**config.mk**
```make
export PLATFORM = sky130hd
export DESIGN_NAME = console_sound_unit
export DESIGN_NICKNAME = d
export VERILOG_FILES = /design/src/hw/rtl/csu_pkg.sv /design/src/hw/rtl/csu_core.sv /design/src/hw/rtl/console_sound_unit.sv
export SDC_FILE = /design/constraint.sdc
export NUM_CORES = 1
export LEC_CHECK = 0
export BUFFER_PORTS_ARGS = -buffer_cell sky130_fd_sc_hd__buf_2
export CAP_MARGIN = 20
export CORE_UTILIZATION = 55
export CTS_CLUSTER_DIAMETER = 50
export DETAILED_ROUTE_END_ITERATION = 6
export PLACE_DENSITY = 0.71
export SYNTH_ARGS = -nofsm -noshare
export SYNTH_HDL_FRONTEND = slang
export SYNTH_SLANG_ARGS = --single-unit
```
**constraint.sdc**
```tcl
create_clock -name aclk -period 27.1 [get_ports aclk]
set_input_delay 2.71 -clock aclk [delete_from_list [all_inputs] [get_ports aclk]]
set_output_delay 2.71 -clock aclk [all_outputs]
set_load 0.05 [all_outputs]
```
**src/hw/rtl/csu_pkg.sv**
```systemverilog
// Package for the console sound unit: function codes, register offsets,
// sequencer constants and lookup tables. No dependencies.
`default_nettype none
package csu_pkg;
    localparam logic [1:0] FUNC_TICK = 2'd0;
    localparam logic [1:0] FUNC_WRITE = 2'd1;
    localparam logic [1:0] FUNC_READ = 2'd2;
    localparam logic [1:0] FUNC_RESET = 2'd3;

    localparam logic [4:0] OFF_TRI_LIN = 5'd8;
    localparam logic [4:0] OFF_TRI_LO = 5'd10;
    localparam logic [4:0] OFF_TRI_HI = 5'd11;
    localparam logic [4:0] OFF_NOI_ENV = 5'd12;
    localparam logic [4:0] OFF_NOI_PER = 5'd14;
    localparam logic [4:0] OFF_NOI_LEN = 5'd15;
    localparam logic [4:0] OFF_STATUS = 5'd21;
    localparam logic [4:0] OFF_FRAME = 5'd23;

    localparam logic [1:0] PREG_CTRL = 2'd0;
    localparam logic [1:0] PREG_SWEEP = 2'd1;
    localparam logic [1:0] PREG_LO = 2'd2;
    localparam logic [1:0] PREG_HI = 2'd3;

    localparam logic [14:0] SEQ_Q1 = 15'd3729;
    localparam logic [14:0] SEQ_Q2 = 15'd7457;
    localparam logic [14:0] SEQ_Q3 = 15'd11186;
    localparam logic [14:0] SEQ_END4 = 15'd14915;
    localparam logic [14:0] SEQ_END5 = 15'd18641;
    localparam logic [10:0] PERIOD_MAX = 11'h7FF;

    localparam logic [3:0] MUTE_RESET = 4'hF;
    localparam int MASK_W = 4;

    function automatic logic [7:0] len_lookup(input logic [4:0] i);
        logic [7:0] t [32];
        t = '{8'd10, 8'd254, 8'd20, 8'd2, 8'd40, 8'd4, 8'd80, 8'd6,
              8'd160, 8'd8, 8'd60, 8'd10, 8'd14, 8'd12, 8'd26, 8'd14,
              8'd12, 8'd16, 8'd24, 8'd18, 8'd48, 8'd20, 8'd96, 8'd22,
              8'd192, 8'd24, 8'd72, 8'd26, 8'd16, 8'd28, 8'd32, 8'd30};
        return t[i];
    endfunction

    function automatic logic [11:0] noise_lookup(input logic [3:0] i);
        logic [11:0] t [16];
        t = '{12'd4, 12'd8, 12'd16, 12'd32, 12'd64, 12'd96, 12'd128, 12'd160,
              12'd202, 12'd254, 12'd380, 12'd508, 12'd762, 12'd1016, 12'd2034,
              12'd4068};
        return t[i];
    endfunction

    function automatic logic duty_lookup(input logic [1:0] d, input logic [2:0] s);
        logic [7:0] row;
        case (d)
            2'd0: row = 8'b0000_0010;
            2'd1: row = 8'b0000_0110;
            2'd2: row = 8'b0001_1110;
            default: row = 8'b1111_1001;
        endcase
        return row[s];
    endfunction

    function automatic logic [3:0] tri_lookup(input logic [4:0] s);
        return s[4] ? s[3:0] : ~s[3:0];
    endfunction

    typedef struct packed {
        logic quarter;
        logic half;
    } frame_clk_t;
endpackage
`default_nettype wire

```
**src/hw/rtl/csu_core.sv**
```systemverilog
// Sound core state and per-item update: all channels and the frame sequencer.
// Depends on csu_pkg.
`default_nettype none
module csu_core #(
    parameter int MaskW = csu_pkg::MASK_W
) (
    input  wire logic             aclk,
    input  wire logic             aresetn,
    input  wire logic             step_en,
    input  wire logic [1:0]       func,
    input  wire logic [4:0]       reg_offset,
    input  wire logic [7:0]       write_data,
    input  wire logic [MaskW-1:0] mute_mask,
    output logic [3:0]            pulse_one_level,
    output logic [3:0]            pulse_two_level,
    output logic [3:0]            triangle_level,
    output logic [3:0]            noise_level,
    output logic [7:0]            read_data,
    output logic                  irq
);
    logic [3:0] en_reg, en_next, hold_reg, hold_next;
    logic [7:0] len_reg [4];
    logic [7:0] len_next [4];
    logic [1:0] duty_reg [2];
    logic [1:0] duty_next [2];
    logic [10:0] sper_reg [2];
    logic [10:0] sper_next [2];
    logic [10:0] stim_reg [2];
    logic [10:0] stim_next [2];
    logic [2:0] sstep_reg [2];
    logic [2:0] sstep_next [2];
    logic [1:0] swon_reg, swon_next, swdown_reg, swdown_next, swrl_reg, swrl_next;
    logic [3:0] swp_reg [2];
    logic [3:0] swp_next [2];
    logic [2:0] swsh_reg [2];
    logic [2:0] swsh_next [2];
    logic [3:0] swdiv_reg [2];
    logic [3:0] swdiv_next [2];
    logic [15:0] tgt_reg [2];
    logic [15:0] tgt_next [2];
    logic [2:0] econst_reg, econst_next, eloop_reg, eloop_next, estart_reg, estart_next;
    logic [3:0] evol_reg [3];
    logic [3:0] evol_next [3];
    logic [3:0] ediv_reg [3];
    logic [3:0] ediv_next [3];
    logic [3:0] edec_reg [3];
    logic [3:0] edec_next [3];
    logic [6:0] trv_reg, trv_next, tlc_reg, tlc_next;
    logic trf_reg, trf_next, tctl_reg, tctl_next;
    logic [10:0] tper_reg, tper_next, ttim_reg, ttim_next;
    logic [4:0] tstep_reg, tstep_next;
    logic nmode_reg, nmode_next;
    logic [11:0] nper_reg, nper_next, ntim_reg, ntim_next;
    logic [14:0] lfsr_reg, lfsr_next;
    logic five_reg, five_next, inh_reg, inh_next, flag_reg, flag_next, par_reg, par_next;
    logic [14:0] seq_reg, seq_next;
    logic [7:0] rd_reg, rd_next;

    function automatic logic [15:0] calc_target(input logic [10:0] p, input logic [2:0] sh,
                                                input logic down, input logic first);
        logic [15:0] pw, dl;
        pw = {5'd0, p};
        dl = pw >> sh;
        if (down) return pw - dl - {15'd0, first};
        return pw + dl;
    endfunction

    always_comb begin
        csu_pkg::frame_clk_t fc;
        logic [14:0] seq_end;
        logic c;
        logic [1:0] ci;
        logic [7:0] lv;
        en_next = en_reg; hold_next = hold_reg; len_next = len_reg;
        duty_next = duty_reg; sper_next = sper_reg; stim_next = stim_reg;
        sstep_next = sstep_reg; swon_next = swon_reg; swdown_next = swdown_reg;
        swrl_next = swrl_reg; swp_next = swp_reg; swsh_next = swsh_reg;
        swdiv_next = swdiv_reg; tgt_next = tgt_reg; econst_next = econst_reg;
        eloop_next = eloop_reg; estart_next = estart_reg; evol_next = evol_reg;
        ediv_next = ediv_reg; edec_next = edec_reg; trv_next = trv_reg;
        tlc_next = tlc_reg; trf_next = trf_reg; tctl_next = tctl_reg;
        tper_next = tper_reg; ttim_next = ttim_reg; tstep_next = tstep_reg;
        nmode_next = nmode_reg; nper_next = nper_reg; ntim_next = ntim_reg;
        lfsr_next = lfsr_reg; five_next = five_reg; inh_next = inh_reg;
        flag_next = flag_reg; par_next = par_reg; seq_next = seq_reg;
        rd_next = 8'd0;
        fc = '0;
        seq_end = five_reg ? csu_pkg::SEQ_END5 : csu_pkg::SEQ_END4;
        c = reg_offset[2];
        ci = {1'b0, reg_offset[2]};
        lv = csu_pkg::len_lookup(write_data[7:3]);
        case (func)
            csu_pkg::FUNC_TICK: begin
                if (!par_reg) begin
                    fc.half = (seq_reg == csu_pkg::SEQ_Q2) || (seq_reg == seq_end);
                    fc.quarter = fc.half || (seq_reg == csu_pkg::SEQ_Q1)
                                 || (seq_reg == csu_pkg::SEQ_Q3);
                    if (seq_reg == seq_end) begin
                        if (!five_reg && !inh_reg) flag_next = 1'b1;
                        seq_next = '0;
                    end else begin
                        seq_next = seq_reg + 15'd1;
                    end
                end
                par_next = ~par_reg;
            end
            csu_pkg::FUNC_WRITE: begin
                if (!reg_offset[4] && !reg_offset[3]) begin
                    case (reg_offset[1:0])
                        csu_pkg::PREG_CTRL: begin
                            duty_next[c] = write_data[7:6];
                            hold_next[ci] = write_data[5];
                            eloop_next[ci] = write_data[5];
                            econst_next[ci] = write_data[4];
                            evol_next[ci] = write_data[3:0];
                        end
                        csu_pkg::PREG_SWEEP: begin
                            swon_next[c] = write_data[7];
                            swp_next[c] = {1'b0, write_data[6:4]};
                            swdown_next[c] = write_data[3];
                            swsh_next[c] = write_data[2:0];
                            swrl_next[c] = 1'b1;
                            tgt_next[c] = calc_target(sper_reg[c], write_data[2:0],
                                                      write_data[3], !c);
                        end
                        csu_pkg::PREG_LO: begin
                            sper_next[c] = {sper_reg[c][10:8], write_data};
                            tgt_next[c] = calc_target(sper_next[c], swsh_reg[c],
                                                      swdown_reg[c], !c);
                        end
                        default: begin
                            len_next[ci] = en_reg[ci] ? lv : 8'd0;
                            sper_next[c] = {write_data[2:0], sper_reg[c][7:0]};
                            sstep_next[c] = '0;
                            estart_next[ci] = 1'b1;
                            tgt_next[c] = calc_target(sper_next[c], swsh_reg[c],
                                                      swdown_reg[c], !c);
                        end
                    endcase
                end else begin
                    case (reg_offset)
                        csu_pkg::OFF_TRI_LIN: begin
                            hold_next[2] = write_data[7];
                            tctl_next = write_data[7];
                            trv_next = write_data[6:0];
                        end
                        csu_pkg::OFF_TRI_LO: tper_next = {tper_reg[10:8], write_data};
                        csu_pkg::OFF_TRI_HI: begin
                            len_next[2] = en_reg[2] ? lv : 8'd0;
                            tper_next = {write_data[2:0], tper_reg[7:0]};
                            trf_next = 1'b1;
                        end
                        csu_pkg::OFF_NOI_ENV: begin
                            hold_next[3] = write_data[5];
                            eloop_next[2] = write_data[5];
                            econst_next[2] = write_data[4];
                            evol_next[2] = write_data[3:0];
                        end
                        csu_pkg::OFF_NOI_PER: begin
                            nmode_next = write_data[7];
                            nper_next = csu_pkg::noise_lookup(write_data[3:0]);
                        end
                        csu_pkg::OFF_NOI_LEN: begin
                            len_next[3] = en_reg[3] ? lv : 8'd0;
                            estart_next[2] = 1'b1;
                        end
                        csu_pkg::OFF_STATUS: begin
                            en_next = write_data[3:0];
                            for (int i = 0; i < 4; i++)
                                if (!write_data[i]) len_next[i] = '0;
                        end
                        csu_pkg::OFF_FRAME: begin
                            five_next = write_data[7];
                            inh_next = write_data[6];
                            if (write_data[6]) flag_next = 1'b0;
                            seq_next = '0;
                            fc.quarter = write_data[7];
                            fc.half = write_data[7];
                        end
                        default: ;
                    endcase
                end
            end
            csu_pkg::FUNC_READ: begin
                rd_next = {1'b0, flag_reg, 2'b00, len_reg[3] != '0, len_reg[2] != '0,
                           len_reg[1] != '0, len_reg[0] != '0};
                flag_next = 1'b0;
            end
            default: begin
                inh_next = 1'b0;
                flag_next = 1'b0;
                en_next = '0;
                for (int i = 0; i < 4; i++) len_next[i] = '0;
                par_next = 1'b0;
                seq_next = '0;
                tstep_next = '0;
            end
        endcase
        // frame units work on register values written by this item
        if (fc.quarter) begin
            for (int i = 0; i < 3; i++) begin
                if (estart_next[i]) begin
                    estart_next[i] = 1'b0;
                    edec_next[i] = 4'd15;
                    ediv_next[i] = evol_next[i];
                end else if (ediv_next[i] == '0) begin
                    ediv_next[i] = evol_next[i];
                    if (edec_next[i] != '0) edec_next[i] = edec_next[i] - 4'd1;
                    else if (eloop_next[i]) edec_next[i] = 4'd15;
                end else begin
                    ediv_next[i] = ediv_next[i] - 4'd1;
                end
            end
            if (trf_next) tlc_next = trv_next;
            else if (tlc_next != '0) tlc_next = tlc_next - 7'd1;
            if (!tctl_next) trf_next = 1'b0;
        end
        if (fc.half) begin
            for (int i = 0; i < 4; i++)
                if (len_next[i] != '0 && !hold_next[i]) len_next[i] = len_next[i] - 8'd1;
            for (int i = 0; i < 2; i++) begin
                if (swdiv_next[i] == '0 && swon_next[i] && swsh_next[i] != '0
                    && sper_next[i] >= 11'd8 && tgt_next[i] <= {5'd0, csu_pkg::PERIOD_MAX}) begin
                    sper_next[i] = tgt_next[i][10:0];
                    tgt_next[i] = calc_target(tgt_next[i][10:0], swsh_next[i],
                                              swdown_next[i], i == 0);
                end
                if (swdiv_next[i] == '0 || swrl_next[i]) begin
                    swdiv_next[i] = swp_next[i];
                    swrl_next[i] = 1'b0;
                end else begin
                    swdiv_next[i] = swdiv_next[i] - 4'd1;
                end
            end
        end
        // channel timers run after the frame units of the same tick
        if (func == csu_pkg::FUNC_TICK) begin
            if (!par_reg) begin
                for (int i = 0; i < 2; i++) begin
                    if (stim_reg[i] == '0) begin
                        stim_next[i] = sper_next[i];
                        sstep_next[i] = sstep_reg[i] + 3'd1;
                    end else begin
                        stim_next[i] = stim_reg[i] - 11'd1;
                    end
                end
                if (ntim_reg == '0) begin
                    ntim_next = nper_reg;
                    lfsr_next = {lfsr_reg[0] ^ (nmode_reg ? lfsr_reg[6] : lfsr_reg[1]),
                                 lfsr_reg[14:1]};
                end else begin
                    ntim_next = ntim_reg - 12'd1;
                end
            end
            if (ttim_reg == '0) begin
                ttim_next = tper_reg;
                if (len_next[2] != '0 && tlc_next != '0) tstep_next = tstep_reg + 5'd1;
            end else begin
                ttim_next = ttim_reg - 11'd1;
            end
        end
    end

    always_ff @(posedge aclk) begin
        if (!aresetn) begin
            en_reg <= '0; hold_reg <= '0; swon_reg <= '0; swdown_reg <= '0; swrl_reg <= '0;
            econst_reg <= '0; eloop_reg <= '0; estart_reg <= '0;
            for (int i = 0; i < 4; i++) len_reg[i] <= '0;
            for (int i = 0; i < 2; i++) begin
                duty_reg[i] <= '0; sper_reg[i] <= '0; stim_reg[i] <= '0; sstep_reg[i] <= '0;
                swp_reg[i] <= '0; swsh_reg[i] <= '0; swdiv_reg[i] <= '0; tgt_reg[i] <= '0;
            end
            for (int i = 0; i < 3; i++) begin
                evol_reg[i] <= '0; ediv_reg[i] <= '0; edec_reg[i] <= '0;
            end
            trv_reg <= '0; tlc_reg <= '0; trf_reg <= 1'b0; tctl_reg <= 1'b0;
            tper_reg <= '0; ttim_reg <= '0; tstep_reg <= '0;
            nmode_reg <= 1'b0; nper_reg <= '0; ntim_reg <= '0; lfsr_reg <= 15'd1;
            five_reg <= 1'b0; inh_reg <= 1'b0; flag_reg <= 1'b0; par_reg <= 1'b0;
            seq_reg <= '0; rd_reg <= '0;
        end else if (step_en) begin
            en_reg <= en_next; hold_reg <= hold_next; len_reg <= len_next;
            duty_reg <= duty_next; sper_reg <= sper_next; stim_reg <= stim_next;
            sstep_reg <= sstep_next; swon_reg <= swon_next; swdown_reg <= swdown_next;
            swrl_reg <= swrl_next; swp_reg <= swp_next; swsh_reg <= swsh_next;
            swdiv_reg <= swdiv_next; tgt_reg <= tgt_next; econst_reg <= econst_next;
            eloop_reg <= eloop_next; estart_reg <= estart_next; evol_reg <= evol_next;
            ediv_reg <= ediv_next; edec_reg <= edec_next; trv_reg <= trv_next;
            tlc_reg <= tlc_next; trf_reg <= trf_next; tctl_reg <= tctl_next;
            tper_reg <= tper_next; ttim_reg <= ttim_next; tstep_reg <= tstep_next;
            nmode_reg <= nmode_next; nper_reg <= nper_next; ntim_reg <= ntim_next;
            lfsr_reg <= lfsr_next; five_reg <= five_next; inh_reg <= inh_next;
            flag_reg <= flag_next; par_reg <= par_next; seq_reg <= seq_next;
            rd_reg <= rd_next;
        end
    end

    logic [3:0] env_lv [3];
    always_comb begin
        for (int i = 0; i < 3; i++) env_lv[i] = econst_reg[i] ? evol_reg[i] : edec_reg[i];
    end

    function automatic logic pulse_on(input logic [1:0] d, input logic [2:0] s, input logic e,
                                      input logic [7:0] l, input logic [10:0] p,
                                      input logic [15:0] t);
        return csu_pkg::duty_lookup(d, s) && e && l != '0 && p >= 11'd8
               && t <= {5'd0, csu_pkg::PERIOD_MAX};
    endfunction

    assign pulse_one_level = (mute_mask[0] && pulse_on(duty_reg[0], sstep_reg[0], en_reg[0],
                              len_reg[0], sper_reg[0], tgt_reg[0])) ? env_lv[0] : 4'd0;
    assign pulse_two_level = (mute_mask[1] && pulse_on(duty_reg[1], sstep_reg[1], en_reg[1],
                              len_reg[1], sper_reg[1], tgt_reg[1])) ? env_lv[1] : 4'd0;
    assign triangle_level = (mute_mask[2] && en_reg[2] && len_reg[2] != '0
                             && tper_reg >= 11'd2 && tlc_reg != '0)
                            ? csu_pkg::tri_lookup(tstep_reg) : 4'd0;
    assign noise_level = (mute_mask[3] && en_reg[3] && len_reg[3] != '0 && !lfsr_reg[0])
                         ? env_lv[2] : 4'd0;
    assign read_data = rd_reg;
    assign irq = flag_reg;
endmodule
`default_nettype wire

```
**src/hw/rtl/console_sound_unit.sv**
```systemverilog
// Top level of the console sound unit: handshake, mute register, result register.
// Depends on csu_pkg and csu_core.
//
// Usage: each transfer on the s_ channel carries one item (func, reg_offset,
// write_data): a CPU cycle tick, a register write, a status read or a soft
// reset. Each item yields exactly one transfer on the m_ channel with the four
// channel levels after the item, the read byte and the frame interrupt flag.
// An item accepted at an edge is shown valid after that edge. Throughput is
// one item per cycle while the receiver does not stall; the core state and
// the result register are updated in the same edge, so the result register
// is the only stage. When the receiver stalls, s_ready drops while a result
// waits, unless that result is taken in the same cycle. Reset clears all
// sound state, sets the noise shift register to one and the mute mask to all
// on; a mute_we write mutes at once but unmutes on the next accepted item.
`default_nettype none
module console_sound_unit #(
    parameter int MaskW = csu_pkg::MASK_W
) (
    input  wire logic             aclk,
    input  wire logic             aresetn,
    input  wire logic             mute_we,
    input  wire logic [MaskW-1:0] mute_wdata,
    input  wire logic             s_valid,
    output logic                  s_ready,
    input  wire logic [1:0]       s_func,
    input  wire logic [4:0]       s_reg_offset,
    input  wire logic [7:0]       s_write_data,
    output logic                  m_valid,
    input  wire logic             m_ready,
    output logic [3:0]            m_pulse_one_level,
    output logic [3:0]            m_pulse_two_level,
    output logic [3:0]            m_triangle_level,
    output logic [3:0]            m_noise_level,
    output logic [7:0]            m_read_data,
    output logic                  m_irq
);
    logic [MaskW-1:0] mask_reg;
    logic valid_reg, valid_next, take;
    logic [3:0] lv1, lv2, lvt, lvn;

    assign s_ready = !valid_reg || m_ready;
    assign take = s_valid && s_ready;
    assign valid_next = take || (valid_reg && !m_ready);

    always_ff @(posedge aclk) begin
        if (!aresetn) begin
            mask_reg <= MaskW'(csu_pkg::MUTE_RESET);
            valid_reg <= 1'b0;
        end else begin
            if (mute_we) mask_reg <= mute_wdata;
            valid_reg <= valid_next;
        end
    end

    csu_core #(.MaskW(MaskW)) u_core (
        .aclk(aclk), .aresetn(aresetn), .step_en(take),
        .func(s_func), .reg_offset(s_reg_offset), .write_data(s_write_data),
        .mute_mask(mask_reg),
        .pulse_one_level(lv1), .pulse_two_level(lv2), .triangle_level(lvt),
        .noise_level(lvn), .read_data(m_read_data), .irq(m_irq)
    );

    // levels are gated by the mask at the time of the item and by the current mask
    logic [3:0] lv1_out, lv2_out, lvt_out, lvn_out;
    logic [MaskW-1:0] imask_reg;
    always_ff @(posedge aclk) begin
        if (take) imask_reg <= mask_reg;
    end
    assign lv1_out = imask_reg[0] ? lv1 : 4'd0;
    assign lv2_out = imask_reg[1] ? lv2 : 4'd0;
    assign lvt_out = imask_reg[2] ? lvt : 4'd0;
    assign lvn_out = imask_reg[3] ? lvn : 4'd0;

    assign m_valid = valid_reg;
    assign m_pulse_one_level = lv1_out;
    assign m_pulse_two_level = lv2_out;
    assign m_triangle_level = lvt_out;
    assign m_noise_level = lvn_out;
endmodule
`default_nettype wire
```
# Word-level counts from Yosys, hierarchy flattened
# Memories as Yosys holds them, arrays and structs flattened. A register that Yosys moved wholly into a read port is not among the register bits.
# Index checks and enable logic that the tools add are counted.
# word_totals
regBits	306
romBits	448
in_bits	24
out_inout_bits	27
word_cells	537
n_memories	2
# memory_table
name	depth	width	rd	rd_ports_with_merged_regs	wr	line	source
(no name shown)	32	8	1	0	0	csu_pkg.sv:40	return t[i];
(no name shown)	16	12	1	1	0	csu_pkg.sv:48	return t[i];
# op_classes
add_sub_neg	35
n_lt_le_gt_ge	20
n_eq_ne	28
n_shift	5
n_mux	254
bitwise_logic	17
reduce_logical	118
# op_table
op	count
$mux 16	23
$mux 32	6
$mux 11	15
$mux 4	40
$mux 8	18
$bwmux 32	4
$pmux 32 s3	1
$add 11x16->16	5
$shr 11x3->16	5
$sub 11x16->16	5
$mux 15	5
$reduce_bool 8->1	9
$mux 22	3
$le 16x11->1 const B	4
$pmux 32 s2	1
$mux 1	52
$mux 7	7
$mux 6	8
$pmux 8 s3	2
$sub 16x1->16	3
$pmux 15 s3	1
$bwmux 22	2
$ge 11x4->1 const B	4
$pmux 22 s2	1
82 further kinds	253

# Longest topological paths before layout
# logic_depth
ltp_word	28
ltp_mapped	46
mapped_depth_nobuf	41

# Hierarchy
# From an unflattened synthesis, not the netlist that was laid out.
# hier_totals
hier_cells	3759
hier_area_um2	26664.3
# by_module_without_submodules
mod	n_inst	cells_each	area_per_inst_um2	seq_area_each_um2
csu_core	1	3721	26246.4	6105.9
console_sound_unit	1	38	417.9	220.2

# Least setup slack after synthesis
# No wires, ideal clock.
# synth_path
path_kind	input -> register
startpoint	in s_reg_offset[2]
endpoint	reg u_core.tgt_reg[13] (netlist name)
setup_ns	0.070
t_arrival_ns	10.869
t_required_ns	27.030
setup_slack_ns	16.161
cell_stages	40
path_buffers	6
cell_sequence	buf_2 > buf_1 > clkbuf_1 > clkbuf_1 > clkbuf_1 > mux2i_1 > clkbuf_1 > nand2_1 > o21ai_0 > o21ai_0 > ha_1 > inv_1 > ha_1 > a21boi_0 > o22ai_1 > a31o_2 > xor2_1 > o221a_2 > [4 not listed] > inv_1 > ha_1 > nor2_1 > a21oi_1 > inv_1 > ha_1 > nor2b_1 > o21ai_0 > nand2b_1 > a21o_1 > a21o_1 > a31oi_1 > nor2b_1 > a31oi_1 > o21ai_0 > a2111oi_0 > o31ai_1 > a21oi_1
# synth_via
elab_chain_cells	27
word_cells_on_any_way	108
classes_between	add/sub (11); order compare (6); eq/ne (1); shift (4); mux (77); bitwise (1); reduce/logical (8)
# synth_rtl
item	line	source
start: declaration	console_sound_unit.sv:26	input wire logic [4:0] s_reg_offset,
$not 1->2	-	
$ge 2x2->1 (implied by the code) or $lt 2x1->1 (tied branches)	-	
$logic_and 1x1->1 (implied by the code)	-	
$mux 11 (implied by the code)	csu_core.sv:127, csu_core.sv:133	
$demux 11 s1	csu_core.sv:127, csu_core.sv:133	
$bwmux 22, on equally long branches	csu_core.sv:133, csu_core.sv:127	
$mux 11, on equally long branches (3 in a row)	csu_core.sv:136, csu_core.sv:128	
$shr 11x3->16	csu_core.sv:63	dl = pw >> sh;
[9 not listed]	-	
$mux 32	csu_core.sv:108	if (!reg_offset[4] && !reg_offset[3]) begin
$mux 32	csu_core.sv:92	case (func)
$shr 11x3->16	csu_core.sv:63	
$sub 11x16->16	csu_core.sv:64	if (down) return pw - dl - {15'd0, first};
$mux 16	csu_core.sv:64	
$mux 16	csu_core.sv:65	return pw + dl;
$mux 16	csu_core.sv:222	if (swdiv_next[i] == '0 && swon_next[i] && swsh_next[i] != '0
$mux 32 (*)	csu_core.sv:218	if (fc.half) begin
end signal: assignment	csu_core.sv:286	swdiv_reg <= swdiv_next; tgt_reg <= tgt_next; econst_reg <= econst_next;
end: declaration	csu_core.sv:39	logic [15:0] tgt_reg [2];
# Mark *: on every way between the ends. The rest lies on a longest branch, timed or not. The select of a mux whose other input is x is not followed.
# A chain may end at the register's enable or synchronous reset.

# Worst setup path in the final report
# Ends and elaborated chain as after synthesis.

==> insert_results.sql <==
INSERT INTO impl_metrics (metric_group, metric, value, unit) VALUES
('final_layout', 'finish.net_count', '3808', ''),
('sta', 'timing.slew.headroom', '0.250', ''),
('worst_setup_path', 'ff2ff_path_depth', '35', ''),
('final_layout', 'final.fill_count', '4393', ''),
('power', 'vdd_ir_drop_max', '0.0600', 'mV'),
('sta', 'worst_pin_slew', '1.11', 'ns'),
('logic_synthesis', 'synth_sequential_area_ratio', '0.242', ''),
('global_routing', 'maximum_number_of_pins_on_one_net_before_global_route_repair', '173', ''),
('cts', 'post_cts_repair_resize_count', '0', ''),
('sta', 'drv_slew', '0', ''),
('final_layout', 'layout-area-overhead-vs-synth', '7.05', '%'),
('global_routing', 'grt_pass1_vias', '25480', ''),
('sta', 'final_worst_setup_slack', '15.93', 'ns'),
('power', 'p_per_area', '47.1', 'nW/um^2'),
('floorplan', 'placeableCoreArea', '46700', 'um^2'),
('place', 'dp_hpwl', '73.2', 'mm'),
('drt', 'postRouteWirelength', '99.6', 'mm'),
('floorplan', 'placementRows', '79', ''),
('floorplan', 'top_level_ports', '51', ''),
('drt', 'wl_per_cell', '23.5', 'um'),
('power', 'switching_power', '0.000438', 'W'),
('logic_synthesis', 'yosys_warnings', '0', ''),
('power', 'internal_power', '0.000878', 'W'),
('run_status', 'violations', 'design-rule violations', ''),
('place', 'place_ws', '15.55', 'ns'),
('sta', 'achievable-frequency', '89.5', 'MHz'),
('logic_synthesis', 'synth_async_sr_flop_share', '0', ''),
('final_layout', 'post_route_cells_drive_above_1_share', '0.0672', ''),
('logic_synthesis', 'average_cell_area_after_synthesis', '7.06', 'um^2'),
('global_routing', 'grt_pass1_wl', '150', 'mm'),
('power', 'power.switching_fraction', '0.333', ''),
('worst_setup_path', 'critical_path_required', '27.60', 'ns'),
('drt', 'dr_total_vias', '28412', ''),
('worst_setup_path', 'worstPathArrival', '11.67', 'ns'),
('cts', 'clk_pin_slew_worst_paths', '0.06', 'ns'),
('cts', 'post-cts-setup-buffers', '0', ''),
('min_path', 'timing.hold.worst.class', 'reg -> reg', ''),
('cts', 'cts.hold.buffers_added', '0', ''),
('cts', 'ctsRootBufferMaster', 'sky130_fd_sc_hd__clkbuf_16', ''),
('place', 'port_buffers', '47', ''),
('job', 'drv_cap', '0', ''),
('drt', 'route.detailed.vias_per_inst', '6.69', ''),
('worst_setup_path', 'worst_setup_path_end_kind', 'flop', ''),
('worst_setup_path', 'cpMostUsedCell', 'sky130_fd_sc_hd__a21oi_1', ''),
('drt', 'drc', '8', ''),
('sta', 'finClkSkew', '0.0231', 'ns'),
('final_layout', 'layout_common_cells', 'sky130_fd_sc_hd__nand2_1, sky130_fd_sc_hd__nor2_1, sky130_fd_sc_hd__a21oi_1, sky130_fd_sc_hd__dfxtp_1, sky130_fd_sc_hd__o21ai_0', ''),
('worst_setup_path', 'crit_fanout', '50', ''),
('cts', 'insertion_delay_to_the_later_sink_of_the_worst_skew_pair', '0.57', 'ns'),
('cts', 'tritoncts', 'done', ''),
('logic_synthesis', 'synth_edf_count', '4', ''),
('worst_setup_path', 'cp-start-kind', 'primary input', ''),
('worst_setup_path', 'crit_path_top_delay_cell', 'sky130_fd_sc_hd__mux2i_1', ''),
('place', 'gp_congestion', '1.06', ''),
('drt', 'first_iter_violations', '3633', ''),
('cts', 'cts.sink_count', '314', ''),
('cts', 'cts_inserted_buffers', '38', ''),
('power', 'seqPwrFrac', '0.371', ''),
('logic_synthesis', 'post_syn_area', '26100', 'um^2'),
('power', 'power_leakage', '11.0', 'nW'),
('floorplan', 'die_area', '48400', 'um^2'),
('min_path', 'whs_path_depth', '2', ''),
('worst_setup_path', 'critPathMaxStageDelay', '0.69', 'ns'),
('sta', 'report.final.hold_viol_count', '0', ''),
('logic_synthesis', 'synthCells', '3697', ''),
('global_routing', 'antenna_found_initial', '6', ''),
('power', 'share_clk_of_total_power', '0.384', ''),
('logic_synthesis', 'postSynth.topFlopCell', 'sky130_fd_sc_hd__dfxtp_1', ''),
('power', 'comb_power_share', '0.245', ''),
('drt', 'route.antenna.remaining_nets', '0', ''),
('run_status', 'run_status', 'complete, but fails checks', '');
-- power groups by stage --
stage	registers [W]	clock network (W)	logic [W]
floorplan	0.000493	0	0.000228
global placement	0.000496	0	0.000303
detailed placement	0.000497	0	0.000310
CTS	0.000487	0.000507	0.000312
global route	0.000488	0.000528	0.000349
finish	0.000488	0.000506	0.000322
-- synth_stat cells (46+ instances only) --
cell                       number  area, um^2
sky130_fd_sc_hd__nor3_1       107         536
sky130_fd_sc_hd__nand2_1      503        1890
sky130_fd_sc_hd__nand3_1       91         455
sky130_fd_sc_hd__a31oi_1       47         294
sky130_fd_sc_hd__ha_1         165        2060
sky130_fd_sc_hd__inv_1        174         653
sky130_fd_sc_hd__clkbuf_1     208         781
sky130_fd_sc_hd__a211oi_1      91         683
sky130_fd_sc_hd__mux2i_1      116        1160
sky130_fd_sc_hd__dfxtp_1      310        6210
sky130_fd_sc_hd__o21ai_0      214        1070
sky130_fd_sc_hd__a21oi_1      359        1800
sky130_fd_sc_hd__xnor2_1       52         455
sky130_fd_sc_hd__or3_1         46         288
sky130_fd_sc_hd__nor2_1       457        1720
-- layer usage --
| layer | global-route usage | part of all wire |
|---|---|---|
| met1 | 0.560 | 0.42 |
| met3 | 0.0888 | 0.12 |
| met2 | 0.594 | 0.42 |
| met4 | 0.157 | 0.041 |
| met5 | 0 | 0.00037 |
-- metrics by stage --
| step | instance area (um^2) | instances | hold WS (ns) |
|---|---|---|---|
| finish | 28000 | 4244 | 0.451 |
| global route | 27900 | 4241 | 0.466 |
| CTS | 27900 | 4237 | 0.458 |
| detailed placement | 26700 | 4171 | 0.446 |
| global placement | 26700 | 4169 | 0.434 |
| floorplan | 26100 | 3699 | 0.422 |
-- layout make-up --
type,count,area (um^2),area share
sequential,314,6330,0.226
multi-input combinational,2970,18300,0.653
antenna,4,10.0,0.000358
clock buffer,52,1060,0.0381
clock inverter,14,164,0.00586
tap,607,759,0.0272
inverter,178,678,0.0243
timing repair buffer,105,689,0.0247
-- worst max-delay path: cells and delay by family --
family,cells,cell delay [ns]
multiplexers,1,0.69
AND/OR/NAND/NOR,4,0.40
adder cells (fa/ha/maj),3,1.12
XOR/XNOR,2,0.51
AO/OA/AOI/OAI,17,5.05
buffers and inverters,5,1.16
-- cell families (layout without fill, tap and decap cells) --
kind of cell,count (synthesis),in the layout,synth area share
xor+xnor,87,87,0.0292
fa+ha+maj,178,178,0.0886
simple gates,1476,1476,0.259
compound gates,1082,1082,0.263
buf+inv,415,349,0.0602
flops,314,314,0.242
other cells,1,7,0.000144
mux,144,144,0.0571
-- path summary, 6_finish.rpt --
check / endpoint / slack, ns / startpoint
max: u_core.tgt_reg[13] / 15.93 / s_reg_offset[2]
min: u_core.lfsr_reg[1] / 0.45 / u_core.lfsr_reg[2]
max reg2reg: u_core.tgt_reg[13] / 18.37 / u_core.swsh_reg[1]
min reg2reg: u_core.lfsr_reg[1] / 0.45 / u_core.lfsr_reg[2]
No activity file was read; power rests on OpenSTA's default activity.
